**src/rtl/npl_pkg.sv**
```systemverilog
package npl_pkg;

    typedef enum logic [1:0] {
        OP_CLEAR = 2'd0,
        OP_ADD   = 2'd1,
        OP_QUERY = 2'd2
    } t_op;

    localparam logic [1:0] ST_OK    = 2'd0;
    localparam logic [1:0] ST_FULL  = 2'd1;
    localparam logic [1:0] ST_EMPTY = 2'd2;

    typedef enum logic [2:0] {
        S_IDLE,
        S_EXEC,
        S_SCAN,
        S_DRAIN,
        S_DONE
    } t_state;

    typedef struct packed {
        logic load_item;
        logic clear_table;
        logic add_entry;
        logic scan_start;
        logic scan_step;
        logic cache_update;
        logic result_load;
    } t_dp_cmd;

    typedef struct packed {
        logic [1:0] op;
        logic       cache_hit;
        logic       table_empty;
        logic       scan_last;
        logic       pipe_busy;
        logic       out_free;
    } t_dp_status;

endpackage

```
**src/rtl/npl_ctrl.sv**
```systemverilog
module npl_ctrl
    import npl_pkg::*;
(
    input  logic       i_clk,
    input  logic       i_rst_n,
    input  logic       i_in_valid,
    output logic       o_in_ready,
    input  t_dp_status i_status,
    output t_dp_cmd    o_cmd
);

    t_state r_state;
    t_state n_state;

    always_ff @(posedge i_clk) begin
        if (!i_rst_n) begin
            r_state <= S_IDLE;
        end else begin
            r_state <= n_state;
        end
    end

    always_comb begin
        n_state = r_state;
        case (r_state)
            S_IDLE: begin
                if (i_in_valid) n_state = S_EXEC;
            end
            S_EXEC: begin
                if (i_status.op == OP_QUERY && !i_status.cache_hit) begin
                    n_state = i_status.table_empty ? S_DRAIN : S_SCAN;
                end else begin
                    n_state = S_DONE;
                end
            end
            S_SCAN: begin
                if (i_status.scan_last) n_state = S_DRAIN;
            end
            S_DRAIN: begin
                if (!i_status.pipe_busy) n_state = S_DONE;
            end
            S_DONE: begin
                if (i_status.out_free) n_state = S_IDLE;
            end
            default: n_state = S_IDLE;
        endcase
    end

    always_comb begin
        o_cmd      = '0;
        o_in_ready = 1'b0;
        case (r_state)
            S_IDLE: begin
                o_in_ready      = 1'b1;
                o_cmd.load_item = i_in_valid;
            end
            S_EXEC: begin
                case (i_status.op)
                    OP_CLEAR: o_cmd.clear_table = 1'b1;
                    OP_ADD:   o_cmd.add_entry   = 1'b1;
                    OP_QUERY: o_cmd.scan_start  = !i_status.cache_hit;
                    default:  o_cmd = '0;
                endcase
            end
            S_SCAN: begin
                o_cmd.scan_step = 1'b1;
            end
            S_DRAIN: begin
                o_cmd.cache_update = !i_status.pipe_busy;
            end
            S_DONE: begin
                o_cmd.result_load = i_status.out_free;
            end
            default: o_cmd = '0;
        endcase
    end

`ifndef NO_ASSERTIONS
    a_scan_nonempty: assert property (@(posedge i_clk) disable iff (!i_rst_n)
        (r_state == S_SCAN) |-> !i_status.table_empty)
        else $error("scan running on an empty table");
`endif

endmodule

```
**config.mk**
```make
export PLATFORM = sky130hd
export DESIGN_NAME = npl_ctrl
export DESIGN_NICKNAME = d
export VERILOG_FILES = /design/src/rtl/npl_pkg.sv /design/src/rtl/npl_ctrl.sv
export SDC_FILE = /design/constraint.sdc
export NUM_CORES = 1
export LEC_CHECK = 0
export BUFFER_PORTS_ARGS = -buffer_cell sky130_fd_sc_hd__buf_2
export CAP_MARGIN = 10
export CELL_PAD_IN_SITES_DETAIL_PLACEMENT = 2
export CELL_PAD_IN_SITES_GLOBAL_PLACEMENT = 2
export CORE_MARGIN = 2
export CORE_UTILIZATION = 20
export DETAILED_ROUTE_END_ITERATION = 8
export GPL_TIMING_DRIVEN = 0
export PLACE_DENSITY = 0.74
export SYNTH_ARGS = -nofsm -noshare
export SYNTH_HDL_FRONTEND = slang
export SYNTH_SLANG_ARGS = --single-unit
export TNS_END_PERCENT = 20
```
**constraint.sdc**
```tcl
create_clock -name i_clk -period 1.8 [get_ports i_clk]
set_input_delay 0.36 -clock i_clk [delete_from_list [all_inputs] [get_ports i_clk]]
set_output_delay 0.36 -clock i_clk [all_outputs]
set_load 0.05 [all_outputs]
```
# Word-level counts from Yosys, hierarchy flattened
# Cells that the tools add are included.
# Widths: inputs -> output; s select.
[totals] ff_bits=3 in_bits=10 elab_cells=33
[classes] eq_ne=10 mux=16 n_reduce_logical=6
[ops] operator="$mux 3" n=6
[ops] operator="$pmux 3 s5" n=1
[ops] operator="$mux 1" n=9
[ops] operator="$ne 2x2->1 const B" n=4
[ops] operator="$eq 3x2->1 const B" n=2
[ops] operator="$reduce_and 4->1" n=1
[ops] operator="$eq 3x1->1 const B" n=1
[ops] operator="$eq 3x3->1 const B" n=1
[ops] operator="$logic_not 3->1" n=1
[ops] operator="$eq 2x1->1 const B" n=1
[ops] operator="$eq 2x2->1 const B" n=1
[ops] operator="$logic_not 1->1" n=2
[ops] operator="$logic_not 2->1" n=1
[ops] operator="$logic_and 1x1->1" n=1

# Depth between registers and ports, before layout
[logic_depth] depth_word=4 ltp_mapped=4

# Worst setup path after synthesis
# Ideal clock, no wire load.
[synth_path] kind="register -> output" startpoint="register r_state[0]" endpoint="output port o_cmd[4] (netlist bit)" t_arrival_ps=2162 required_time_ps=1440 path_slack_ps=-722 path_stages_with_launch=4 n_path_buf=1 cell_sequence="dfxtp_1 -> buf_2 -> nand2_1 -> nor4b_1"
[synth_rtl] element="from (decl)" line="npl_ctrl.sv:12" rtl="t_state r_state;"
[synth_rtl] element="from (signal assigned)" line="npl_ctrl.sv:19" rtl="r_state <= n_state;"
[synth_rtl] element="to (decl)" line="npl_ctrl.sv:9" rtl="output t_dp_cmd o_cmd"

==> run_results.csv <==
group,metric,value,unit
outcome,status,"completed",
worst_setup_path,path_cells,"buf_6, nor2b_1, and2_1, buf_2",
synth,netlist_area,270.3,µm²
sta,setup_slack,0.08062,ns
worst_setup_path,critPathMaxFanout,10,
cells_and_area,final_net_count,65,
cells_and_area,top_regs,"r_state: 3 flops",
synth,syn_nets,43,
sta,setup_viol,0,
routing,routed_wl,890,µm
worst_hold_path,worst_hold_path_type,"primary input to flop",
clock_tree,worstSkewPairLatency,0.23,ns
cells_and_area,antenna_cells,0,
synth,synth-seq-cells,3,
sta,post-route-period-util,0.9552,
worst_setup_path,cp-start-kind,"flop",
worst_setup_path,crit_buf_inv,2,
worst_setup_path,startpoint,"r_state[1]$_SDFFE_PN0P_",
synth,synth_seq_area_share,0.2222,
sta,slew_violations,0,
global_route,grt_pass1_wl,1352,µm
placed_design,gp_routability_congestion,0.6167,
worst_hold_path,hold_start,"i_rst_n",
routing,wl_per_cell,12.90,µm
placed_design,portBuffers,17,
pwr,finalPower,0.0003249,W
sta,clock_skew,0.002346,ns
global_route,track_usage,0.1249,
floorplan,dieArea,0.001661,mm²
global_route,antenna_found_initial,0,
pwr,p_per_area,754.8,mW/mm²
sta,grt_setup_unrepaired,"true",
placed_design,post-place-ws,0.1468,ns
worst_setup_path,critPathTopFamily,"buffers and inverters",
routing,drt_pass1_iterations,2,
global_route,first_global_vias,300,
clock_tree,clock-sinks,3,
cells_and_area,largest_reg_flops,3,
worst_setup_path,critPathKind,"flop to primary output",
floorplan,core_area,0.001285,mm²
worst_setup_path,end_kind,"primary output",
cells_and_area,max_flop_register,"r_state",
pwr,ir_worst_vdd,0.0004628,V
synth,yosysWarningCount,0,
clock_tree,cts_tree,"yes",
cells_and_area,final_util,0.3350,
cells_and_area,syn2layout_area_growth,59.26,%
synth,synth_cell_type_count,23,
placed_design,dp_cells,65,
floorplan,pin_count,18,
cells_and_area,drive_gt1_frac,0.5556,
routing,dr.first_iter.drc_count,1,
sta,relSlewSlack,0.6679,
routing,via_per_inst,4.768,
sta,layout_min_cycle_time,1.719,ns
global_route,overflow,0,
floorplan,die_x,40.76,µm
worst_setup_path,slowest_delay,0.31,ns
clock_tree,numCtsBuffers,3,
worst_setup_path,worst-endpoint-required,1.44,ns
floorplan,num_rows,13,
routing,ant_nets,0,
sta,hold_viol,0,
sta,setup-tns-final,0,ns
flow_run,cap_violations,0,
synth,syn-mean-instance-area,8.190,µm²
clock_tree,cts_root_buf,"clkbuf_4",
synth,synth_cells,33,
floorplan,die_y,40.76,µm
global_route,grt_max_degree,11,
routing,drc,0,
clock_tree,clock_path_buffers,2,
worst_setup_path,r2r-start,"r_state[2]$_SDFFE_PN0P_",
sta,max_freq,581.6,MHz
sta,tightest_slew,0.4856,ns
placed_design,hpwl,738,µm
clock_tree,h-tree-depth,1,
worst_setup_path,slowest_stage,"dfxtp_1",
floorplan,start_util,0.2103,
pwr,leakagePower,0.1966,nW
clock_tree,clkTransAtPathRegs,0.04,ns
worst_setup_path,crit_arrival,1.36,ns
cells_and_area,fin_cells,69,
routing,vias,329,
-- report_power, final --
| group | switching, W | total [W] | internal, W |
|---|---|---|---|
| combinational | 0.0000874 | 0.000129 | 0.0000414 |
| clock | 0.0000356 | 0.000119 | 0.0000831 |
| sequential | 0.00000490 | 0.0000773 | 0.0000724 |
| total | 0.000128 | 0.000325 | 0.000197 |
-- final timing paths --
kind	end	slack, ns	depth (start not counted)
worst max-delay path	o_cmd[2]	0.08	4
worst min-delay path	r_state[2]$_SDFFE_PN0P_	0.36	2
worst max register to register	r_state[1]$_SDFFE_PN0P_	0.35	3
worst min register to register	r_state[1]$_SDFFE_PN0P_	0.69	3
-- kinds of logic after synthesis --
logic type	Yosys count	synth area share
AOI/OAI and AO/OA	8	0.2130
buffers and inverters	5	0.1018
DFF	3	0.2222
muxes	1	0.04166
and+or+nand+nor	16	0.4213
-- what timing repair did --
action | CTS | global route
hold buffers | 0 | 0
setup buffers | 0 | 0
pin swaps | 1 | 0
setup endpoints to repair | 1 | 5
hold endpoints to repair | 0 | 0
resized for setup | 1 | 6
-- layer usage --
metal / vias up / wire (µm) / track usage / share of wire
met4: 0 / 0 / 0.05000 / 0
li1: 166 / - / - / -
met5: - / 0 / 0 / 0
met3: 0 / 41 / 0.03261 / 0.046
met1: 153 / 406 / 0.1650 / 0.46
met2: 10 / 442 / 0.1905 / 0.50
-- area by class of cell --
cell class              instances  area [µm²]
plain buffers                   2       16.27
clock buffers                   4       26.28
fillers                       157       854.6
inverters                       3       11.26
multi-input cells              25       205.2
flip-flops and latches          3       60.06
well taps                      15       18.77
repair buffers                 17       92.59
-- stage by stage --
step / area (µm²) / hold slack (ns)
after floorplan: 287.8 / 0.4778
after CTS: 420.4 / 0.3636
final: 430.4 / 0.3618
after global placement: 391.6 / 0.5955
after detailed placement: 391.6 / 0.6073
after global routing: 430.4 / 0.3645
-- layout by cell type (no fill, tap or decap), drive strengths merged --
cell type  count
o21ai          2
nor2           2
a2111oi        1
nand3          1
nor4b          3
nor4           2
and2           3
buf           19
and3           1
mux2           1
a21oi          1
dfxtp          3
inv            3
clkbuf         4
nor2b          1
nor3           1
o31ai          1
a31oi          1
a211oi         1
nor3b          1
o21a           1
nand2          1
-- Yosys cell counts --
library cell	instances	area, µm²
a2111oi_0	1	8.760
a211oi_2	1	12.51
a21oi_1	1	5.000
a31oi_1	1	6.260
and2_1	3	18.77
and3_1	1	6.260
buf_2	1	5.000
buf_6	1	11.26
dfxtp_1	3	60.06
inv_1	3	11.26
mux2_2	1	11.26
nand2_1	1	3.750
nand3_1	1	5.000
nor2_1	2	7.510
nor2b_1	1	6.260
nor3_1	1	5.000
nor3b_1	1	7.510
nor4_1	2	12.51
nor4b_1	2	17.52
nor4b_4	1	23.77
o21a_1	1	7.510
o21ai_0	2	10.01
o31ai_1	1	7.510
-- worst reg2reg max path: stages, from the launching register on --
cell	delay (ns)
dfxtp_1	0.45
mux2_2	0.36
o31ai_1	0.39
a21oi_1	0.11
Power figures use the tool's default switching activity.
